## config.mk

```make
export PLATFORM = sky130hd
export DESIGN_NAME = multi_button_debouncer_with_reset_hold_core
export DESIGN_NICKNAME = d
export VERILOG_FILES = /design/src/hdl/mbd_pkg.sv /design/src/hdl/multi_button_debouncer_with_reset_hold_core.sv
export VERILOG_INCLUDE_DIRS = /design/src /design/src/hdl
export SDC_FILE = /design/constraint.sdc
export NUM_CORES = 1
export LEC_CHECK = 0
export BUFFER_PORTS_ARGS = -buffer_cell sky130_fd_sc_hd__buf_2
export CAP_MARGIN = 20
export CELL_PAD_IN_SITES_DETAIL_PLACEMENT = 1
export CELL_PAD_IN_SITES_GLOBAL_PLACEMENT = 1
export CORE_MARGIN = 4
export CORE_UTILIZATION = 35
export CTS_CLUSTER_DIAMETER = 80
export DETAILED_ROUTE_END_ITERATION = 7
export PLACE_DENSITY = 0.61
export SLEW_MARGIN = 20
export SYNTH_ARGS = -nofsm -noshare
export SYNTH_HDL_FRONTEND = slang
export SYNTH_SLANG_ARGS = --single-unit
export TNS_END_PERCENT = 100
```

## constraint.sdc

```tcl
create_clock -name aclk -period 4.5 [get_ports aclk]
set_input_delay 0.45 -clock aclk [delete_from_list [all_inputs] [get_ports aclk]]
set_output_delay 0.45 -clock aclk [all_outputs]
set_load 0.02 [all_outputs]
```

## src/hdl/multi_button_debouncer_with_reset_hold_core_assert.svh

```systemverilog
// assertion macros shared by the debouncer rtl
`ifndef MULTI_BUTTON_DEBOUNCER_WITH_RESET_HOLD_CORE_ASSERT_SVH
`define MULTI_BUTTON_DEBOUNCER_WITH_RESET_HOLD_CORE_ASSERT_SVH

// same-cycle implication, disabled while reset is held
`define MBD_ASSERT_NOW(label, clk, rstn, ante, cons, msg) \
    label: assert property (@(posedge clk) disable iff (!rstn) (ante) |-> (cons)) \
        else $error(msg);

// next-cycle implication, disabled while reset is held
`define MBD_ASSERT_NEXT(label, clk, rstn, ante, cons, msg) \
    label: assert property (@(posedge clk) disable iff (!rstn) (ante) |=> (cons)) \
        else $error(msg);

`endif

```

## src/hdl/mbd_pkg.sv

```systemverilog
// shared types and constants of the multi-button debouncer
package mbd_pkg;

    // payload widths fixed by the item fields
    localparam int FIELD_W      = 4;
    localparam int DEB_W        = 8;
    localparam int HOLD_W       = 16;
    localparam int CFG_IDX_W    = 3;
    localparam int CFG_DATA_W   = 16;
    localparam int S_TDATA_W    = 8;
    localparam int M_TDATA_W    = 16;

    // default button count
    localparam int BUTTON_COUNT_DEF = 4;

    // register reset values
    localparam logic [DEB_W-1:0]   DEBOUNCE_RST   = 8'd20;
    localparam logic [HOLD_W-1:0]  HOLD_THR_RST   = 16'd2500;
    localparam logic [FIELD_W-1:0] COMBO_MASK_RST = 4'd5;
    localparam logic [FIELD_W-1:0] RECOV_MASK_RST = 4'd2;
    localparam logic               CHECK_EN_RST   = 1'b1;

    // hold counter top value
    localparam logic [HOLD_W-1:0] HOLD_MAX = {HOLD_W{1'b1}};

    // register indexes
    typedef enum logic [CFG_IDX_W-1:0] {
        CFG_DEBOUNCE_SAMPLES   = 3'd0,
        CFG_RESET_HOLD_SAMPLES = 3'd1,
        CFG_RESET_COMBO_MASK   = 3'd2,
        CFG_RECOVERY_MASK      = 3'd3,
        CFG_RESET_CHECK_ENABLE = 3'd4
    } cfg_index_t;

    // one result item, first field in the highest bits
    typedef struct packed {
        logic               idle;
        logic               recovery_mode;
        logic               reset_request;
        logic [FIELD_W-1:0] release_mask;
        logic [FIELD_W-1:0] press_mask;
        logic [FIELD_W-1:0] debounced_state;
    } result_t;

endpackage

```

## src/hdl/multi_button_debouncer_with_reset_hold_core.sv

```systemverilog
// multi-button debouncer with held-combination reset detection
//
// Each item on the s_axis channel is one sample tick carrying the raw pressed
// bits of the buttons in s_axis_tdata[3:0]. Every accepted item yields exactly
// one result item on m_axis: debounced state, press and release masks, the
// reset request, recovery mode and an idle flag.
// Configuration goes through cfg_wr_en / cfg_index / cfg_wdata, one register
// per write, taken at the clock edge; write only while no item is in flight.
// An accepted item is registered in the input register, processed
// combinationally and its result is registered in the output register.
// Throughput: one item per cycle unless m_axis_tready stalls; the per-button
// and hold counters update as the item moves to the output register.
// A stalled m_axis_tready holds the result; the input register still takes
// one more item, after which s_axis_tready drops until the output drains.
// Reset (aresetn low, synchronous) clears all counters and the debounced
// state, empties both registers and loads the register defaults.
module multi_button_debouncer_with_reset_hold_core #(
    parameter int BUTTON_COUNT = mbd_pkg::BUTTON_COUNT_DEF
) (
    input  logic                            aclk,
    input  logic                            aresetn,
    // configuration write port
    input  logic                            cfg_wr_en,
    input  logic [mbd_pkg::CFG_IDX_W-1:0]   cfg_index,
    input  logic [mbd_pkg::CFG_DATA_W-1:0]  cfg_wdata,
    // sample tick items
    input  logic                            s_axis_tvalid,
    output logic                            s_axis_tready,
    input  logic [mbd_pkg::S_TDATA_W-1:0]   s_axis_tdata,  // [3:0] raw_pressed, [7:4] zero
    // result items
    output logic                            m_axis_tvalid,
    input  logic                            m_axis_tready,
    output logic [mbd_pkg::M_TDATA_W-1:0]   m_axis_tdata   // [3:0] debounced_state,
                                                           // [7:4] press_mask,
                                                           // [11:8] release_mask,
                                                           // [12] reset_request,
                                                           // [13] recovery_mode,
                                                           // [14] idle, [15] zero
);

    localparam int FW = mbd_pkg::FIELD_W;
    localparam int DW = mbd_pkg::DEB_W;
    localparam int HW = mbd_pkg::HOLD_W;

    // configuration registers
    logic [DW-1:0] debounce_reg;
    logic [HW-1:0] hold_thr_reg;
    logic [FW-1:0] combo_mask_reg;
    logic [FW-1:0] recov_mask_reg;
    logic          check_en_reg;

    // per-button and hold state
    logic [DW-1:0]           disagree_reg [BUTTON_COUNT];
    logic [DW-1:0]           disagree_next [BUTTON_COUNT];
    logic [BUTTON_COUNT-1:0] stable_reg;
    logic [BUTTON_COUNT-1:0] stable_next;
    logic [HW-1:0]           hold_reg;
    logic [HW-1:0]           hold_next;

    // pipeline registers
    logic                    in_valid_reg;
    logic [FW-1:0]           in_raw_reg;
    logic                    out_valid_reg;
    mbd_pkg::result_t        out_reg;
    mbd_pkg::result_t        result_next;

    logic                    out_free;
    logic                    advance;
    logic [BUTTON_COUNT-1:0] raw_ext;
    logic [FW-1:0]           stable_view;
    logic [BUTTON_COUNT-1:0] pressed;
    logic [BUTTON_COUNT-1:0] released;
    logic [FW-1:0]           pressed_view;
    logic [FW-1:0]           released_view;
    logic                    busy;
    logic                    combo_held;

    // handshake
    assign out_free      = !out_valid_reg || m_axis_tready;
    assign advance       = in_valid_reg && out_free;
    assign s_axis_tready = !in_valid_reg || out_free;
    assign m_axis_tvalid = out_valid_reg;
    assign m_axis_tdata  = {1'b0, out_reg};

    // configuration writes
    always_ff @(posedge aclk) begin
        if (!aresetn) begin
            debounce_reg   <= mbd_pkg::DEBOUNCE_RST;
            hold_thr_reg   <= mbd_pkg::HOLD_THR_RST;
            combo_mask_reg <= mbd_pkg::COMBO_MASK_RST;
            recov_mask_reg <= mbd_pkg::RECOV_MASK_RST;
            check_en_reg   <= mbd_pkg::CHECK_EN_RST;
        end else if (cfg_wr_en) begin
            case (cfg_index)
                mbd_pkg::CFG_DEBOUNCE_SAMPLES:   debounce_reg   <= cfg_wdata[DW-1:0];
                mbd_pkg::CFG_RESET_HOLD_SAMPLES: hold_thr_reg   <= cfg_wdata[HW-1:0];
                mbd_pkg::CFG_RESET_COMBO_MASK:   combo_mask_reg <= cfg_wdata[FW-1:0];
                mbd_pkg::CFG_RECOVERY_MASK:      recov_mask_reg <= cfg_wdata[FW-1:0];
                mbd_pkg::CFG_RESET_CHECK_ENABLE: check_en_reg   <= cfg_wdata[0];
                default: begin
                end
            endcase
        end
    end

    // map between the four-bit fields and the button vector
    for (genvar g = 0; g < BUTTON_COUNT; g++) begin : g_raw
        if (g < FW) begin : g_used
            assign raw_ext[g] = in_raw_reg[g];
        end else begin : g_none
            assign raw_ext[g] = 1'b0;
        end
    end

    for (genvar g = 0; g < FW; g++) begin : g_view
        if (g < BUTTON_COUNT) begin : g_used
            assign stable_view[g]   = stable_next[g];
            assign pressed_view[g]  = pressed[g];
            assign released_view[g] = released[g];
        end else begin : g_none
            assign stable_view[g]   = 1'b0;
            assign pressed_view[g]  = 1'b0;
            assign released_view[g] = 1'b0;
        end
    end

    // per-button disagreement counters
    always_comb begin
        logic [DW-1:0] cnt_inc;
        busy        = 1'b0;
        stable_next = stable_reg;
        pressed     = '0;
        released    = '0;
        for (int i = 0; i < BUTTON_COUNT; i++) begin
            cnt_inc          = disagree_reg[i] + DW'(1);
            disagree_next[i] = '0;
            if (raw_ext[i] != stable_reg[i]) begin
                busy = 1'b1;
                if (cnt_inc == debounce_reg) begin
                    stable_next[i] = raw_ext[i];
                    pressed[i]     = raw_ext[i];
                    released[i]    = !raw_ext[i];
                end else begin
                    disagree_next[i] = cnt_inc;
                end
            end
        end
    end

    // hold counter and result assembly
    always_comb begin
        combo_held = check_en_reg && ((stable_view & combo_mask_reg) == combo_mask_reg);
        if (!combo_held) begin
            hold_next = '0;
        end else if (hold_reg == mbd_pkg::HOLD_MAX) begin
            hold_next = hold_reg;
        end else begin
            hold_next = hold_reg + HW'(1);
        end
        result_next.debounced_state = stable_view;
        result_next.press_mask      = pressed_view;
        result_next.release_mask    = released_view;
        result_next.reset_request   = combo_held && (hold_next > hold_thr_reg);
        result_next.recovery_mode   = combo_held && (hold_next > hold_thr_reg)
                                      && ((stable_view & recov_mask_reg) != '0);
        result_next.idle            = !busy && !combo_held;
    end

    // input register
    always_ff @(posedge aclk) begin
        if (!aresetn) begin
            in_valid_reg <= 1'b0;
        end else if (s_axis_tready) begin
            in_valid_reg <= s_axis_tvalid;
        end
    end

    always_ff @(posedge aclk) begin
        if (s_axis_tready && s_axis_tvalid) begin
            in_raw_reg <= s_axis_tdata[FW-1:0];
        end
    end

    // state update and output register
    always_ff @(posedge aclk) begin
        if (!aresetn) begin
            out_valid_reg <= 1'b0;
            stable_reg    <= '0;
            hold_reg      <= '0;
            for (int i = 0; i < BUTTON_COUNT; i++) begin
                disagree_reg[i] <= '0;
            end
        end else begin
            if (out_free) begin
                out_valid_reg <= in_valid_reg;
            end
            if (advance) begin
                stable_reg <= stable_next;
                hold_reg   <= hold_next;
                for (int i = 0; i < BUTTON_COUNT; i++) begin
                    disagree_reg[i] <= disagree_next[i];
                end
            end
        end
    end

    always_ff @(posedge aclk) begin
        if (advance) begin
            out_reg <= result_next;
        end
    end

`include "multi_button_debouncer_with_reset_hold_core_assert.svh"

    // a button cannot be pressed and released on the same tick
    `MBD_ASSERT_NOW(a_no_press_and_release, aclk, aresetn, m_axis_tvalid, (out_reg.press_mask & out_reg.release_mask) == '0, "press and release on one tick")
    // recovery mode only comes with a reset request
    `MBD_ASSERT_NOW(a_recovery_needs_request, aclk, aresetn, m_axis_tvalid && out_reg.recovery_mode, out_reg.reset_request, "recovery without reset request")
    // an idle tick reports no change
    `MBD_ASSERT_NOW(a_idle_no_change, aclk, aresetn, m_axis_tvalid && out_reg.idle, (out_reg.press_mask == '0) && (out_reg.release_mask == '0), "idle tick with change")
    // a pending request matches a running hold counter
    `MBD_ASSERT_NOW(a_request_has_hold, aclk, aresetn, m_axis_tvalid && out_reg.reset_request, hold_reg != '0, "reset request with cleared hold counter")

endmodule

```

* After elaboration in Yosys (flattened, before gate mapping)
Memories as Yosys holds them, arrays and structs flattened.
Cells that the tools add are included.
** Storage, ports and cells
- Register bits after elaboration :: 74
- Word-level logic and storage cells :: 106
- RAM bits :: 32
- Input port bits :: 32
- Memories :: 1
- Output and inout bits :: 18
** Memory list
- disagree_reg :: words 4, bits a word 8, read ports 4, clocked after Yosys merged registers in 0, write ports 4, line multi_button_debouncer_with_reset_hold_core.sv:53 : logic [DW-1:0] disagree_reg [BUTTON_COUNT];
** Operators by class
- $lt $le $gt $ge :: 1
- Bitwise operators :: 6
- Eq/ne operators :: 14
- Mux-type cells :: 30
- Add/sub/neg operators :: 5
- Reduce and logical (&&, ||, !) cells :: 27
** Operator list (count)
- $mux 8 :: 12
- $add 8x1->8 const B :: 4
- $eq 8x8->1 :: 4
- $mux 16 :: 2
- $reduce_and 2->1 :: 9
- $add 16x1->16 const B :: 1
- $eq 16x16->1 const B :: 1
- $gt 16x16->1 :: 1
- $mux 1 :: 16
- $and 4x4->4 :: 2
- $logic_not 1->1 :: 8
- $eq 3x2->1 const B :: 2
- $logic_and 1x1->1 :: 6
- $eq 4x4->1 :: 1
- $ne 1x1->1 :: 4
- $or 1x1->1 :: 4
- $reduce_bool 4->1 :: 1
- $eq 3x1->1 const B :: 1
- $eq 3x3->1 const B :: 1
- $logic_not 3->1 :: 1
- $logic_or 1x1->1 :: 2

* Logic depth before layout (Yosys ltp)
An unclocked memory read counts as a cell.
- Word-level depth :: 12
- Depth in mapped cells :: 19
- Gate-level depth less buffers :: 17

* Worst setup path after synthesis
OpenSTA, ideal clock, no wires.
- Kind :: reg-to-reg
- Start point :: mem disagree_reg[2][0] in the netlist's numbering
- End point :: reg out_reg (netlist bit m_axis_tdata[13]) (data pin)
- Stages on the path, launching flop included :: 18
- Path slack :: 0.615 ns
- Library setup time :: 0.264 ns
- Arrival :: 3.621 ns
- Data required time :: 4.236 ns
- Path buffers :: 1
- Period minus slack after synthesis :: 3.885 ns
- Path through :: edfxtp_1 > ha_1 > o21ba_2 > a221oi_1 > o2111ai_1 > nor4_2 > mux2i_2 > nand3_4 > buf_6 > a21oi_1 > ha_1 > nor2b_1 > o21a_1 > o21a_1 > o21ai_0 > a211oi_1 > nor3_1 > nor4_1
** RTL lines
- start: declaration :: line multi_button_debouncer_with_reset_hold_core.sv:53
- end signal: assignment :: line multi_button_debouncer_with_reset_hold_core.sv:209 : out_reg <= result_next;
- end: declaration :: line multi_button_debouncer_with_reset_hold_core.sv:64 : mbd_pkg::result_t out_reg;

==> results.md <==
- The final critical path takes up 94.6% of the cycle.
- The biggest fanout along the worst timing path is 10.
- The worst hold path belongs to the class primary input to flop.
- The count of mapped cells out of synthesis is 681.
- Entering global routing, the biggest net connects 43 pins.
- The total placed cells including tap cells is 933.
- Detailed placement finished with a half-perimeter wire length of 12.2 mm.
- In the routed layout, each cell is associated on average with a via count of 5.24.
- The die is 141 µm wide.
- The die outline height is 141 µm.
- The number of buffers and inverters on the critical path is 0.
- For the worst-skew pair, the clock arrives at the later sink with an insertion delay of 0.36 ns.
- The CTS tree is done.
- The first-pass GRT wire length is 27.2 mm.
- From synthesis to final layout, the design area changed by 12.2%.
- The worst ir drop on vdd is 167 µV.
- The endpoint kind of the worst setup timing path is a flop.
- By startpoint and endpoint, the worst setup path is classified as flop to flop.
- The leakage power total is 2.60 nW.
- Setup violations remaining at the end of the flow were counted as 0.
- Measured on the finished design, the core utilization comes to 40.2%.
- The post-synthesis instance area is 0.00622 mm².
- For this run, the total global-route usage over all layers was measured as 17.1%.
- After clock tree synthesis, the flow added hold-fix buffers numbering 0.
- The met3 routed wirelength is 573 µm.
- The shortest period the worst path allows is 4.26 ns.
- For this design, the slowest cell found on the critical path is sky130_fd_sc_hd__edfxtp_1.
- For this run, the leading register cell type out of synthesis is sky130_fd_sc_hd__dfxtp_1.
- The detailed router put a total of 8.20 mm of wire on met1.
- The routed length per instance is 17.5 µm.
- Walking the worst path, the cells encountered are ha_1 > xor3_1 > nor3_1 > nand4_1 > nor4_4 > a211o_1 > o21a_1 > nand3_4 > a21oi_1 > ha_1 > nor2b_1 > o21a_1 > o21a_1 > o21ai_0 > a211oi_1 > nor3_1 > nor4_1.
- The finished layout holds 950 standard cells, fillers aside.
- The kind of start point of the critical path is a flop.
- The commonest cells after synthesis are sky130_fd_sc_hd__nand2_1 (94), sky130_fd_sc_hd__nor2_1 (72), sky130_fd_sc_hd__dfxtp_1 (55), sky130_fd_sc_hd__edfxtp_1 (51), sky130_fd_sc_hd__inv_1 (39).
- The post-synthesis sequential area ratio is 42.3%.
- The number of standard-cell rows in the floorplan is 48.
- The number of max-slew violations in the final report is 0.
- The worst pin sits at a relative slew slack of 51.6%.
- The leading area contributor after synthesis is sky130_fd_sc_hd__edfxtp_1.
- The sum of internal, switching and leakage power is 2.05 mW.
- Adding up every negative setup slack in the final design gives 0 ns.
- In this run the count of I/O pins placed on the die edge is 50.
- The final-layout fill cell count is 2022.
- The mean area per synthesized cell is 9.14 µm².
- The weighted congestion at the end of routability-driven global placement is 0.842.
- The slew at the pin closest to its max-slew limit is 0.726 ns.
- Across the run, the number of max-cap violations was 0.
- In this run the number of H-tree levels came out at 3.
- The number of antenna violations at the first check in global routing is 0.
- The count of input and output buffers is 44.
- The routed length on met2 is 7.68 mm.
- Final hold analysis gives a worst-case slack of 0.271 ns.
- The number of antenna-violating nets in the routed design is 0.
- The arrival time of data at the critical path endpoint is 4.35 ns.
- The placeable core area is 0.0174 mm².
- The number of iterations in the first detailed-routing pass is 4.
- The data required time of the critical path is 4.59 ns.
- Among all cell types in the netlist, the one instantiated most often is sky130_fd_sc_hd__nand2_1.
- The number of distinct library cells after synthesis is 62.
- The total number of nets in the final design is 773.
- The flow ran to the end, and the final reports show no timing, DRC or antenna violations.
- The share of flip-flops with an asynchronous set or reset is 0%.
- After global routing the overflow that remains totals 0.
- Synthesis inferred 106 register bits.
- The fmax is 235 MHz.
- The total power density per cell area is 294 mW/mm².
- Counting flops with a built-in enable in the synthesized netlist gives 51.
- The clock transition at the registers of the reported paths is 0.08 ns.
- The initial utilization of the core area, before any placement, comes to 35.9%.
- Counting along the longest clock path gives a buffer depth of 2.
- Of the post-synthesis cell area, the dominant cell type holds 24.6%.
- Setup repair after global routing left no endpoint under its margin.
- The number of buffers created by CTS is 9.
- On the critical path the largest part of the delay comes from simple AND/OR/NAND/NOR gates.
- The number of global-route vias before repair was 5138.
- Summed over all layers, the routed wires come to 16.6 mm.
- The first routing iteration left 200 violations.
- The clock tree root driver cell is sky130_fd_sc_hd__clkbuf_16.
- The overall die area is 0.0200 mm².
- Cells with a size suffix above 1 make up 13.1% of the layout.
- By area the synthesized netlist is led by sky130_fd_sc_hd__edfxtp_1 (25%), sky130_fd_sc_hd__dfxtp_1 (18%), sky130_fd_sc_hd__nand2_1 (5.7%).
- The clock net sink count is 106.
- The total vias in the final route is 4982.
- During synthesis, Yosys emitted a total of 0 warnings.
- The number of hold violations in the final report is 0.
- After detailed routing, the number of remaining DRC violations is 0.
- Clock skew on the completed layout was measured at 0.0161 ns.
- The register with the most flip-flops in the layout has 32 of them.
- The library cell appearing most often on the critical path is sky130_fd_sc_hd__o21a_1.
- The repair_antennas step left the layout with diodes totalling 0.
- The highest cell delay on the worst timing path is 0.44 ns.
- The net count after synthesis is 734.
- The highest layer touched by signal routing is met4.
## power by group
part	switching, mW	leakage (nW)	total (mW)	internal [mW]
Clock	0.377	0.142	0.779	0.401
Combinational	0.112	1.49	0.193	0.0815
Sequential	0.0360	0.972	1.08	1.04
## routing by layer
| layer | up-vias | track usage (%) |
|---|---|---|
| met4 | 0 | 3.82 |
| li1 | 2464 | - |
| met1 | 2432 | 24.1 |
| met5 | - | 0 |
| met2 | 74 | 27.7 |
| met3 | 12 | 2.93 |
## path summary, 6_finish.rpt
path         slack (ns)  depth (start not counted)               end                from
min                0.27                          1     in_raw_reg[1]     s_axis_tdata[1]
min reg2reg        0.47                          2   hold_thr_reg[4]     hold_thr_reg[4]
max reg2reg        0.24                         17  m_axis_tdata[13]  disagree_reg[3][1]
max                0.24                         17  m_axis_tdata[13]  disagree_reg[3][1]
## cells by family after synthesis
family | after synthesis | synth area share [%]
flops | 106 | 42.3
xor+xnor | 61 | 9.39
compound gates | 105 | 12.7
fa+ha+maj | 21 | 4.22
other cells | 1 | 0.0602
simple gates | 302 | 23.7
buf+inv | 67 | 4.70
mux | 18 | 2.99
## worst reg2reg max path, delay by kind of cell, from the launching register on
| family | cells | cell delay (ns) |
|---|---|---|
| adders and majority gates | 2 | 0.54 |
| AOI/OAI and AO/OA | 7 | 1.25 |
| DFF | 1 | 0.44 |
| and+or+nand+nor | 7 | 1.41 |
| xor gates and xnor gates | 1 | 0.36 |
## metrics by stage
step | setup WS (ns) | area, µm²
floorplan | 0.615 | 6220
global placement | 0.293 | 6670
detailed placement | 0.200 | 6670
CTS | 0.194 | 6950
global route | 0.00594 | 6980
finish | 0.242 | 6980
## placed cells by master, fill, tap and decap left out, drive strengths merged, types with 8 or more instances in the layout
cell type,synthesis,final
a21boi,18,18
a21oi,15,15
and2,11,11
and3,12,12
buf,13,56
clkbuf,15,12
dfxtp,55,55
edfxtp,51,51
ha,21,21
inv,39,42
mux2i,16,16
nand2,94,94
nand3,31,31
nand4,12,12
nor2,72,72
nor2b,22,22
nor3,16,16
nor3b,8,8
o211ai,15,15
o21ai,8,8
o21ba,8,8
xnor2,38,38
xor2,20,20
## repair_timing
action                                  CTS  global route
buffers inserted                          0             1
endpoints found under the setup margin    0             2
resized for setup                         0             4
## area by class of cell
| class | instances | area [µm²] | area share [%] |
|---|---|---|---|
| multi-input cells | 508 | 3330 | 47.7 |
| flip-flops and latches | 106 | 2630 | 37.7 |
| repair buffers | 56 | 310 | 4.44 |
| well taps | 225 | 282 | 4.03 |
| clock buffers | 12 | 248 | 3.55 |
| inverters | 39 | 146 | 2.10 |
| clock inverters | 4 | 33.8 | 0.484 |
Power figures use the tool's default switching activity.
